<file path="config.mk">
export PLATFORM = sky130hd
export DESIGN_NAME = space_run_tab_compressor
export DESIGN_NICKNAME = d
export VERILOG_FILES = /design/src/hw/rtl/srtc_pkg.sv /design/src/hw/rtl/srtc_ctrl.sv /design/src/hw/rtl/srtc_datapath.sv /design/src/hw/rtl/space_run_tab_compressor.sv
export SDC_FILE = /design/constraint.sdc
export NUM_CORES = 1
export LEC_CHECK = 0
export ABC_AREA = 1
export BUFFER_PORTS_ARGS = -buffer_cell sky130_fd_sc_hd__buf_2
export CAP_MARGIN = 10
export CORE_UTILIZATION = 40
export CTS_CLUSTER_SIZE = 10
export DETAILED_ROUTE_END_ITERATION = 10
export PLACE_DENSITY_LB_ADDON = 0.15
export SKIP_CTS_REPAIR_TIMING = 1
export SKIP_LAST_GASP = 1
export SLEW_MARGIN = 20
export SYNTH_ARGS = -nofsm -noshare
export SYNTH_HDL_FRONTEND = slang
export SYNTH_SLANG_ARGS = --single-unit
</file>
<file path="constraint.sdc">
create_clock -name clk -period 7.45 [get_ports clk]
set_input_delay 0 -clock clk [delete_from_list [all_inputs] [get_ports clk]]
set_output_delay 0 -clock clk [all_outputs]
set_load 0.005 [all_outputs]
</file>
<file path="src/hw/rtl/srtc_pkg.sv">
`default_nettype none

package srtc_pkg;

  localparam logic [7:0] CH_TAB = 8'd9;
  localparam logic [7:0] CH_NL  = 8'd10;
  localparam logic [7:0] CH_BS  = 8'o10;
  localparam logic [7:0] CH_ESC = 8'o33;
  localparam logic [7:0] CH_SP  = 8'd32;
  localparam logic [7:0] STOP_MASK = 8'o7;

  typedef enum logic [0:0] {
    S_IDLE,
    S_FLUSH
  } state_t;

  typedef struct packed {
    logic accept_space;
    logic accept_char;
    logic load_pass;
    logic emit_flush;
    logic emit_char;
  } cmd_t;

  typedef struct packed {
    logic passthrough;
    logic in_space;
    logic pend_zero;
  } status_t;

endpackage

`default_nettype wire

</file>
<file path="src/hw/rtl/srtc_ctrl.sv">
`default_nettype none

module srtc_ctrl (
  input  wire logic             clk,
  input  wire logic             rst,
  input  wire logic             in_valid,
  output logic                  in_ready,
  output logic                  out_valid,
  input  wire logic             out_ready,
  input  wire srtc_pkg::status_t sts,
  output srtc_pkg::cmd_t        cmd
);
  import srtc_pkg::*;

  state_t state;
  state_t state_next;
  logic   slot_free;
  logic   out_load;

  assign slot_free = !out_valid || out_ready;
  assign out_load  = cmd.load_pass || cmd.emit_flush || cmd.emit_char;

  always_ff @(posedge clk) begin
    if (rst) begin
      state     <= S_IDLE;
      out_valid <= 1'b0;
    end else begin
      state <= state_next;
      if (out_load) begin
        out_valid <= 1'b1;
      end else if (out_ready) begin
        out_valid <= 1'b0;
      end
    end
  end

  always_comb begin
    state_next = state;
    cmd        = '0;
    in_ready   = 1'b0;
    unique case (state)
      S_IDLE: begin
        in_ready = slot_free;
        if (in_valid && slot_free) begin
          if (sts.passthrough) begin
            cmd.load_pass = 1'b1;
          end else if (sts.in_space) begin
            cmd.accept_space = 1'b1;
          end else begin
            cmd.accept_char = 1'b1;
            state_next      = S_FLUSH;
          end
        end
      end
      S_FLUSH: begin
        if (slot_free) begin
          if (sts.pend_zero) begin
            cmd.emit_char = 1'b1;
            state_next    = S_IDLE;
          end else begin
            cmd.emit_flush = 1'b1;
          end
        end
      end
      default: begin
        state_next = S_IDLE;
      end
    endcase
  end

endmodule

`default_nettype wire

</file>
<file path="src/hw/rtl/srtc_datapath.sv">
`default_nettype none

module srtc_datapath #(
  parameter int COL_MAX = 255
) (
  input  wire logic          clk,
  input  wire logic          rst,
  input  wire logic          cfg_write,
  input  wire logic          cfg_data,
  input  wire logic [7:0]    char_in,
  input  wire srtc_pkg::cmd_t cmd,
  output srtc_pkg::status_t  sts,
  output logic [7:0]         char_out,
  output logic               last
);
  import srtc_pkg::*;

  localparam logic [7:0] ColMax = 8'(COL_MAX);

  logic       passthrough;
  logic [7:0] column;
  logic [7:0] pending;
  logic [7:0] ch;

  logic [7:0] col_space;
  logic [7:0] run_start;
  logic [7:0] run_stop;
  logic       tab_ok;
  logic [7:0] pend_tab;

  assign col_space = (column < ColMax) ? column + 8'd1 : column;
  assign run_start = column - pending;
  assign run_stop  = run_start | STOP_MASK;
  assign tab_ok    = (pending > 8'd2) && (column > run_stop);
  assign pend_tab  = column - run_stop - 8'd1;

  assign sts.passthrough = passthrough;
  assign sts.in_space    = (char_in == CH_SP);
  assign sts.pend_zero   = (pending == 8'd0);

  always_ff @(posedge clk) begin
    if (rst) begin
      passthrough <= 1'b0;
      column      <= 8'd0;
      pending     <= 8'd0;
    end else begin
      if (cfg_write) begin
        passthrough <= cfg_data;
      end
      if (cmd.accept_space) begin
        column <= col_space;
        if (pending < col_space) begin
          pending <= pending + 8'd1;
        end
      end else if (cmd.accept_char) begin
        if (char_in == CH_NL) begin
          column  <= 8'd0;
          pending <= 8'd0;
        end else if (char_in == CH_BS || char_in == CH_ESC) begin
          if (column != 8'd0) begin
            column <= column - 8'd1;
          end
          if (pending != 8'd0) begin
            pending <= pending - 8'd1;
          end
        end
      end else if (cmd.emit_flush) begin
        pending <= tab_ok ? pend_tab : pending - 8'd1;
      end else if (cmd.emit_char) begin
        if (ch >= CH_SP && column < ColMax) begin
          column <= column + 8'd1;
        end
      end
    end
  end

  always_ff @(posedge clk) begin
    if (cmd.accept_char) begin
      ch <= char_in;
    end
    if (cmd.load_pass) begin
      char_out <= char_in;
      last     <= 1'b1;
    end else if (cmd.emit_flush) begin
      char_out <= tab_ok ? CH_TAB : CH_SP;
      last     <= 1'b0;
    end else if (cmd.emit_char) begin
      char_out <= ch;
      last     <= 1'b1;
    end
  end

endmodule

`default_nettype wire

</file>
<file path="src/hw/rtl/space_run_tab_compressor.sv">
`default_nettype none

// Compresses runs of spaces in a printer character stream into tabs on an
// 8-column grid. Outside passthrough mode a space produces no beat; any other
// character is stored, the tabs and spaces pending ahead of it are flushed,
// and it is then emitted as the final beat. The flush emits one beat per cycle
// while the output slot is free, from a single column/pending update step. In
// passthrough mode each character goes to the output register as a final beat.
// A new character is accepted no earlier than the cycle in which the previous
// beat is taken from the output register. The column saturates at COL_MAX, and
// the passthrough bit must only be written while the block is idle.
module space_run_tab_compressor #(
  parameter int COL_MAX = 255
) (
  input  wire logic       clk,
  input  wire logic       rst,
  input  wire logic       cfg_write,
  input  wire logic       cfg_data,
  input  wire logic       in_valid,
  output logic            in_ready,
  input  wire logic [7:0] char_in,
  output logic            out_valid,
  input  wire logic       out_ready,
  output logic [7:0]      char_out,
  output logic            last
);
  import srtc_pkg::*;

  cmd_t    cmd;
  status_t sts;

  srtc_ctrl u_ctrl (
    .clk       (clk),
    .rst       (rst),
    .in_valid  (in_valid),
    .in_ready  (in_ready),
    .out_valid (out_valid),
    .out_ready (out_ready),
    .sts       (sts),
    .cmd       (cmd)
  );

  srtc_datapath #(
    .COL_MAX (COL_MAX)
  ) u_datapath (
    .clk       (clk),
    .rst       (rst),
    .cfg_write (cfg_write),
    .cfg_data  (cfg_data),
    .char_in   (char_in),
    .cmd       (cmd),
    .sts       (sts),
    .char_out  (char_out),
    .last      (last)
  );

`ifndef SYNTHESIS
  a_busy_after_char: assert property (@(posedge clk) disable iff (rst)
    (in_valid && in_ready && !sts.passthrough && !sts.in_space) |=> !in_ready)
    else $error("input taken while a character is being flushed");

  a_char_is_last: assert property (@(posedge clk) disable iff (rst)
    cmd.emit_char |=> (out_valid && last))
    else $error("emitted character not marked as final beat");

  a_flush_beat: assert property (@(posedge clk) disable iff (rst)
    (out_valid && !last) |-> (char_out == CH_TAB || char_out == CH_SP))
    else $error("non-final beat is neither tab nor space");
`endif

endmodule

`default_nettype wire

</file>
==> impl_results.rst, run 1 <==
.. list-table::
   :header-rows: 1

   * - Metric
     - Value
   * - Overall via count from detail_route
     - around 3000
   * - Die Footprint
     - roughly 8600 µm²
   * - Post-synth EDFFs
     - 16
   * - DRC Markers
     - 0
   * - Drt total wl
     - about 8300 µm
   * - Count of inserted antenna diode cells
     - 0
   * - Worst-case hold path end point
     - u_datapath.last
   * - Instance count along the most critical hold path
     - 6
   * - Crit start category
     - flop
   * - RSZ-0062 raised after global routing
     - false
   * - Ys flop type
     - sky130_fd_sc_hd__dfxtp_1
   * - Initial core utilization
     - 0.420
   * - Power density of the placed cells
     - 316 nW/µm²
   * - Clock tree skew after final layout
     - around 0.0074 ns
   * - Worst setup path class
     - flop to flop
   * - Setup violations, final
     - 0
   * - Relative max-transition margin
     - 0.628
   * - Die extent in y
     - 92.5 µm
   * - Cell type of the slowest stage on the worst timing path
     - sky130_fd_sc_hd__dfxtp_1
   * - Number of failing hold endpoints at the final stage
     - 0
   * - Synth Area per Inst
     - around 7.3 µm²
   * - Area of the mapped netlist
     - between 3000 and 4000 µm²
   * - Post-synthesis register bit count
     - 36
   * - Synthesized netlist net count
     - 486
   * - Mapped Cells
     - between 400 and 500
   * - Clock buffer depth
     - 2
   * - Most instantiated library cell after synthesis
     - sky130_fd_sc_hd__nand2_1
   * - GRT met2 Usage
     - 0.372
   * - TritonCTS clock tree
     - done
   * - Largest net degree at the start of global routing
     - 17
   * - Antenna violations before repair
     - 0
   * - Clock slew at reported path FFs
     - approximately 0.08 ns
   * - Final-layout worst hold slack
     - about 0.14 ns
   * - Global route overflow
     - 0
   * - Global-route total usage across every layer
     - 0.210
   * - Worst Setup Slack, final
     - slightly below 4 ns
   * - Global-route wire length before repair
     - approximately 14000 µm
   * - Total negative slack
     - 0 ns
   * - Proportion of register bits with asynchronous set or reset after synthesis
     - 0
   * - Peak VDD IR
     - 0.177 mV
   * - Data arrival, critical path
     - 3.75 ns
   * - Worst-Skew Late Latency
     - ~0.30 ns
   * - Worst Path Max Fanout
     - 9
   * - Logic depth of the worst register-to-register path
     - 23
   * - Area leader, netlist
     - sky130_fd_sc_hd__edfxtp_1
   * - Met1 GRT Util
     - 0.260
   * - Total power draw
     - around 1.2 mW
   * - Number of violations reported at the end of detailed-routing iteration 0
     - about 140
   * - Flop2flop setup slack
     - between 3 and 4 ns
   * - I/O Buffers
     - 24
   * - Min-delay src
     - out_ready
   * - Fraction of synthesized cell area taken by the top area cell type
     - 0.147
   * - Largest incremental delay on the critical path
     - 0.55 ns
   * - Clock Sinks
     - 36
   * - Post-route fraction of the period consumed by the critical path
     - 0.476
   * - HPWL reported at the end of detailed placement
     - between 6000 and 7000 µm
   * - Post-DRT Antenna Nets
     - 0
   * - Share of the yosys chip area belonging to registers
     - 0.269
   * - Outcome
     - complete, no violations
   * - Final Max Slew Viols
     - 0
   * - Core footprint
     - between 7000 and 8000 µm²
   * - Total of warnings raised by yosys
     - 0
   * - TritonRoute pass-1 iters
     - 4
   * - Root Buffer
     - sky130_fd_sc_hd__clkbuf_8
   * - Growth of design area from synthesis to finish
     - 11.3%
   * - Maximum clock frequency
     - 282 MHz
   * - Die width
     - roughly 90 µm
   * - Slew @ Worst Pin
     - about 0.56 ns
   * - Count of max-cap constraint violations
     - 0
   * - Fraction of final layout cells sized beyond drive strength 1
     - 0.183
   * - Vias in the first global route
     - between 2000 and 3000
   * - Top cells by area in the synthesized netlist
     - sky130_fd_sc_hd__edfxtp_1, sky130_fd_sc_hd__dfxtp_1, sky130_fd_sc_hd__nand2_1
   * - Final weighted congestion of routability-driven global placement
     - between 0.8 and 0.9
   * - Final core utilization
     - 0.467
   * - Site row count
     - 32
   * - Pre-CTS setup slack
     - approximately 3.9 ns
   * - H-Tree Depth
     - 2
   * - Busiest layer in global routing
     - met2
   * - Boundary Pins
     - 25
   * - Type of destination of the critical path
     - flop
   * - Final critical-path required period
     - approximately 3.5 ns
   * - Number of different library cells in the post-synthesis netlist
     - 48
   * - Reg2reg end
     - u_datapath.pending[0]
   * - Global routing met3 resource utilization
     - 0.0312
   * - Detail-routed via count per cell
     - about 5
   * - Cell seen most often among critical-path stages
     - sky130_fd_sc_hd__nand2_1
   * - Inserted Clock Buffers
     - 5
   * - Top cells by instance count after synthesis
     - sky130_fd_sc_hd__nand2_1, sky130_fd_sc_hd__inv_1, sky130_fd_sc_hd__nand3_1
   * - CP Cell Sequence
     - inv_1 -> ha_1 -> a21oi_1 -> nand2_1 -> nand2_1 -> nand2_1 -> nand2_1 -> nand2_1 -> a21o_1 -> a21oi_1 -> xor2_1 -> ha_1 -> nand2_1 -> nor2_1 -> nand2_1 -> nand3_1 -> nand3_1 -> inv_1 -> o21ai_0 -> a21oi_1 -> nand3_2 -> nand2_1 -> nor2_1
   * - Start of the worst register-to-register path
     - u_datapath.pending[2]
   * - Leakage power figure
     - between 1.5 and 2 nW
   * - Drt wl/cell
     - about 14 µm
   * - Post-layout nets
     - between 500 and 600
   * - Type of the worst min-delay path
     - input pin to flop
   * - Data required time of the worst path
     - approximately 7.7 ns
logic make-up after synthesis:
family | Yosys count | share of synthesized area
xor+xnor | 23 | 0.0614
fa+ha+maj | 25 | 0.0977
flops | 36 | 0.269
compound gates | 76 | 0.137
buf+inv | 67 | 0.0927
simple gates | 220 | 0.342
per-layer routing:
metal  part of all wire  wire length, µm  vias to the layer above
li1                   -                -                     1554
met1               0.47             3940                     1370
met2               0.48             3970                       66
met3              0.038              321                        9
met4              0.014              119                        0
met5                  0                0                        -
cells in the final DEF, fill, tap and decap left out, drive strengths merged:
cell type    netlist  layout
or3                1       1
clkbuf             1       5
o22ai              1       1
o21a               1       1
nand3b             3       3
ha                24      24
nor3               4       4
dfxtp             20      20
and3               1       1
o31ai              2       2
xnor2              7       7
or2                1       1
nand2            104     104
inv               58      58
o211ai             2       2
nor2              51      51
xor2              16      16
o21ai             34      34
o221ai             1       1
buf                8      24
a21oi             30      30
nor4               1       1
dlygate4sd3        0      11
a21o               1       1
a211oi             2       2
nand3             48      48
fa                 1       1
clkinv             0       3
nand4              6       6
edfxtp            16      16
a31oi              2       2
worst max path at each step:
| stage | startpoint | to | slack [ns] | cells past startpoint |
|---|---|---|---|---|
| 6_report | u_datapath.pending[2] | u_datapath.pending[0] | 3.90 | 23 |
| 5_1_grt | u_datapath.pending[2] | u_datapath.pending[2] | 3.43 | 24 |
| 4_1_cts | u_datapath.pending[2] | u_datapath.pending[0] | 3.91 | 23 |
| 3_5_place_dp | u_datapath.pending[2] | u_datapath.pending[0] | 3.93 | 23 |
| 3_3_place_gp | u_datapath.pending[2] | u_datapath.pending[2] | 4.04 | 24 |
| 2_1_floorplan | u_datapath.pending[2] | u_datapath.pending[0] | 4.37 | 24 |
sequential cells by signal, summed over array words and instances (netlist names):
signal	count
u_datapath.column	8
u_datapath.pending	8
u_datapath.last	1
u_ctrl.state	1
u_datapath.char_out	8
u_ctrl.out_valid	1
u_datapath.ch	8
u_datapath.passthrough	1
power breakdown:
group / total (mW) / internal [mW] / switching [mW]
registers: 0.306 / 0.248 / 0.0582
clock network: 0.145 / 0.0653 / 0.0802
logic: 0.701 / 0.279 / 0.423
worst max-delay path: cells and delay by family (launching register included):
family          cells  cell delay (ns)
flops               1             0.55
fa+ha+maj           2             0.67
buf+inv             2             0.26
compound gates      5             0.77
xor+xnor            1             0.09
simple gates       13             1.11
stage by stage:
step / std cells / cell area, µm²
2_1_floorplan: 447 / 3280
3_3_place_gp: 564 / 3450
3_5_place_dp: 564 / 3450
4_1_cts: 572 / 3540
5_1_grt: 583 / 3650
6_report: 583 / 3650
layout make-up:
| cell class | count | area (µm²) |
|---|---|---|
| Sequential cell | 36 | 881 |
| Fill cell | 797 | 4160 |
| Tap cell | 102 | 128 |
| Inverter | 58 | 228 |
| Timing Repair Buffer | 35 | 230 |
| Clock buffer | 5 | 68.8 |
| Clock inverter | 3 | 18.8 |
| Multi-Input combinational cell | 344 | 2090 |
Power figures use the tool's default switching activity.
==> inputs of run 2 (changes only) <==
==> constraint.sdc (replaced) <==
create_clock -name clk -period 3.06 [get_ports clk]
set_input_delay 0 -clock clk [delete_from_list [all_inputs] [get_ports clk]]
set_output_delay 0 -clock clk [all_outputs]
set_load 0.005 [all_outputs]
==> run 2 against run 1 <==
The flow now finishes with violations (hold timing, setup timing). Flip-flop and latch count unchanged. Clock skew increased by 0.0029 ns. Fmax increased by 13%. Clock power increased to 3.0 times the previous value. Worst hold slack got worse by 0.19 ns. Combinational power increased to 3.2 times the previous value. Final cell count increased by 5.3%. Critical path type unchanged.
==> impl_results.rst, run 2 (same netlist as run 1, synthesis figures left out) <==
.. list-table::
   :header-rows: 1

   * - Metric
     - Value
   * - Outcome
     - complete, but fails checks
   * - Violated checks
     - hold timing, setup timing
   * - Clock buffer depth
     - 2
   * - Site row count
     - 32
   * - Growth of design area from synthesis to finish
     - 22.1%
   * - Count of max-cap constraint violations
     - 0
   * - Overall via count from detail_route
     - 3147
   * - Global-route wire length before repair
     - around 15000 µm
   * - Post-layout nets
     - 550
   * - Post-route fraction of the period consumed by the critical path
     - 1.03
   * - TritonRoute pass-1 iters
     - 4
   * - RSZ-0062 raised after global routing
     - true
   * - Proportion of total power due to net switching
     - 0.459
   * - Die width
     - 92.5 µm
   * - Total negative slack
     - -0.401 ns
   * - TritonCTS clock tree
     - done
   * - Data arrival, critical path
     - about 3.4 ns
   * - Worst-Skew Late Latency
     - ~0.29 ns
   * - Worst Setup Slack, final
     - -0.0859 ns
   * - Relative max-transition margin
     - 0.605
   * - I/O Buffers
     - 24
   * - Type of destination of the critical path
     - flop
   * - Worst setup path class
     - flop to flop
   * - Total power draw
     - approximately 3.3 mW
   * - Number of violations reported at the end of detailed-routing iteration 0
     - around 150
   * - Slew @ Worst Pin
     - 0.591 ns
   * - Cell internal pwr
     - between 1.5 and 2 mW
   * - Most frequent cells in the layout
     - sky130_fd_sc_hd__nand2_1, sky130_fd_sc_hd__inv_1, sky130_fd_sc_hd__nor2_1, sky130_fd_sc_hd__nand3_1, sky130_fd_sc_hd__buf_4
   * - Initial core utilization
     - 0.420
   * - Fraction of final layout cells sized beyond drive strength 1
     - 0.271
   * - Die extent in y
     - approximately 90 µm
   * - Clock slew at reported path FFs
     - about 0.09 ns
   * - Drt total wl
     - 9340 µm
   * - Min-delay src
     - cfg_write
   * - Number of failing hold endpoints at the final stage
     - 1
   * - Post-DRT Antenna Nets
     - 0
   * - Die Footprint
     - 8560 µm²
   * - Final weighted congestion of routability-driven global placement
     - 0.894
   * - Leakage power figure
     - just under 2 nW
   * - Crit start category
     - flop
   * - Proportion of power drawn by combinational gates
     - 0.669
   * - Final critical-path required period
     - approximately 3.1 ns
   * - Inserted Clock Buffers
     - 5
   * - Root Buffer
     - sky130_fd_sc_hd__clkbuf_8
   * - Maximum clock frequency
     - 318 MHz
   * - Final Max Slew Viols
     - 0
   * - Global-route total usage across every layer
     - 0.225
   * - Drt wl/cell
     - ~15 µm
   * - Setup violations, final
     - 8
   * - Power share of the sequential group
     - 0.201
   * - Global route overflow
     - 0
   * - Filler cell count
     - a little over 800
   * - Core footprint
     - 7810 µm²
   * - Clock Sinks
     - 36
   * - Start of the worst register-to-register path
     - u_datapath.pending[2]
   * - Most frequent standard cell in the layout excluding fill and tap cells
     - sky130_fd_sc_hd__nand2_1
   * - Count of inserted antenna diode cells
     - 0
   * - Type of the worst min-delay path
     - input pin to flop
   * - Clock tree skew after final layout
     - around 0.010 ns
   * - Worst setup path startpoint
     - u_datapath.pending[2]
   * - Fraction of power consumed by the clock network
     - 0.130
   * - Net switching power figure
     - ~1.5 mW
   * - Detail-routed via count per cell
     - ~5.1
   * - HPWL reported at the end of detailed placement
     - roughly 7100 µm
   * - Vias in the first global route
     - 2898
   * - H-Tree Depth
     - 2
   * - Antenna violations before repair
     - 0
   * - Final-layout worst hold slack
     - -0.0440 ns
   * - Largest net degree at the start of global routing
     - 17
   * - Data required time of the worst path
     - approximately 3.3 ns
   * - Pre-CTS setup slack
     - -0.172 ns
   * - DRC Markers
     - 0
   * - Peak VDD IR
     - roughly 0.45 mV
   * - Power density of the placed cells
     - 825 nW/µm²
   * - Boundary Pins
     - 25
   * - Worst Path Max Fanout
     - 5
run 2: critical path: stages, from the launching register on:
cell	delay [ns]
sky130_fd_sc_hd__dfxtp_2	0.34
sky130_fd_sc_hd__inv_2	0.05
sky130_fd_sc_hd__ha_4	0.23
sky130_fd_sc_hd__a21oi_2	0.13
sky130_fd_sc_hd__nand2_1	0.09
sky130_fd_sc_hd__nand2_1	0.06
sky130_fd_sc_hd__nand2_1	0.06
sky130_fd_sc_hd__nand2_1	0.08
sky130_fd_sc_hd__nand2_1	0.07
sky130_fd_sc_hd__a21o_1	0.18
sky130_fd_sc_hd__a21oi_2	0.14
sky130_fd_sc_hd__xor2_1	0.08
sky130_fd_sc_hd__ha_1	0.37
sky130_fd_sc_hd__nand2_1	0.09
sky130_fd_sc_hd__nor2_2	0.15
sky130_fd_sc_hd__nand4_1	0.15
sky130_fd_sc_hd__buf_6	0.17
sky130_fd_sc_hd__nand4_4	0.09
sky130_fd_sc_hd__buf_6	0.12
sky130_fd_sc_hd__nand3_2	0.07
sky130_fd_sc_hd__nand3_2	0.10
sky130_fd_sc_hd__nand2_2	0.06
sky130_fd_sc_hd__nand3_2	0.07
sky130_fd_sc_hd__nand2_2	0.05
sky130_fd_sc_hd__nor2_2	0.10
run 2: path summary, 6_finish.rpt:
check,end,slack (ns),cells past startpoint
min,u_datapath.passthrough,-0.04,3
max,u_datapath.pending[1],-0.09,24
max reg2reg,u_datapath.pending[1],-0.09,24
min reg2reg,u_datapath.last,0.48,2
run 2: final cells by class:
type | instances | area (µm²) | area share
Inverter | 58 | 230 | 0.0575
Timing Repair Buffer | 66 | 472 | 0.118
Sequential cell | 36 | 883 | 0.221
Clock buffer | 6 | 72.6 | 0.0181
Multi-Input combinational cell | 344 | 2180 | 0.545
Tap cell | 102 | 128 | 0.0319
Clock inverter | 2 | 35.0 | 0.00875
run 2: per-stage QoR:
stage,cell area (µm²),util,std cells
4_1_cts,3750,0.481,598
5_1_grt,4000,0.513,614
3_5_place_dp,3640,0.467,590
2_1_floorplan,3280,-,447
6_report,4000,0.513,614
3_3_place_gp,3640,0.467,590
run 2: metal layers:
metal  up-vias  track usage  wire, µm
li1       1613            -         -
met1      1440        0.282      4130
met2        81        0.381      4580
met3        13       0.0484       451
met4         0       0.0742       170
met5         -            0         0
run 2: power by group through the flow:
stage	clock network, mW	logic (mW)	registers (mW)
after global routing	0.467	2.46	0.675
after floorplan	0	1.37	0.701
after detailed placement	0	1.98	0.672
after global placement	0	1.95	0.672
final	0.429	2.21	0.665
after CTS	0.446	1.99	0.662
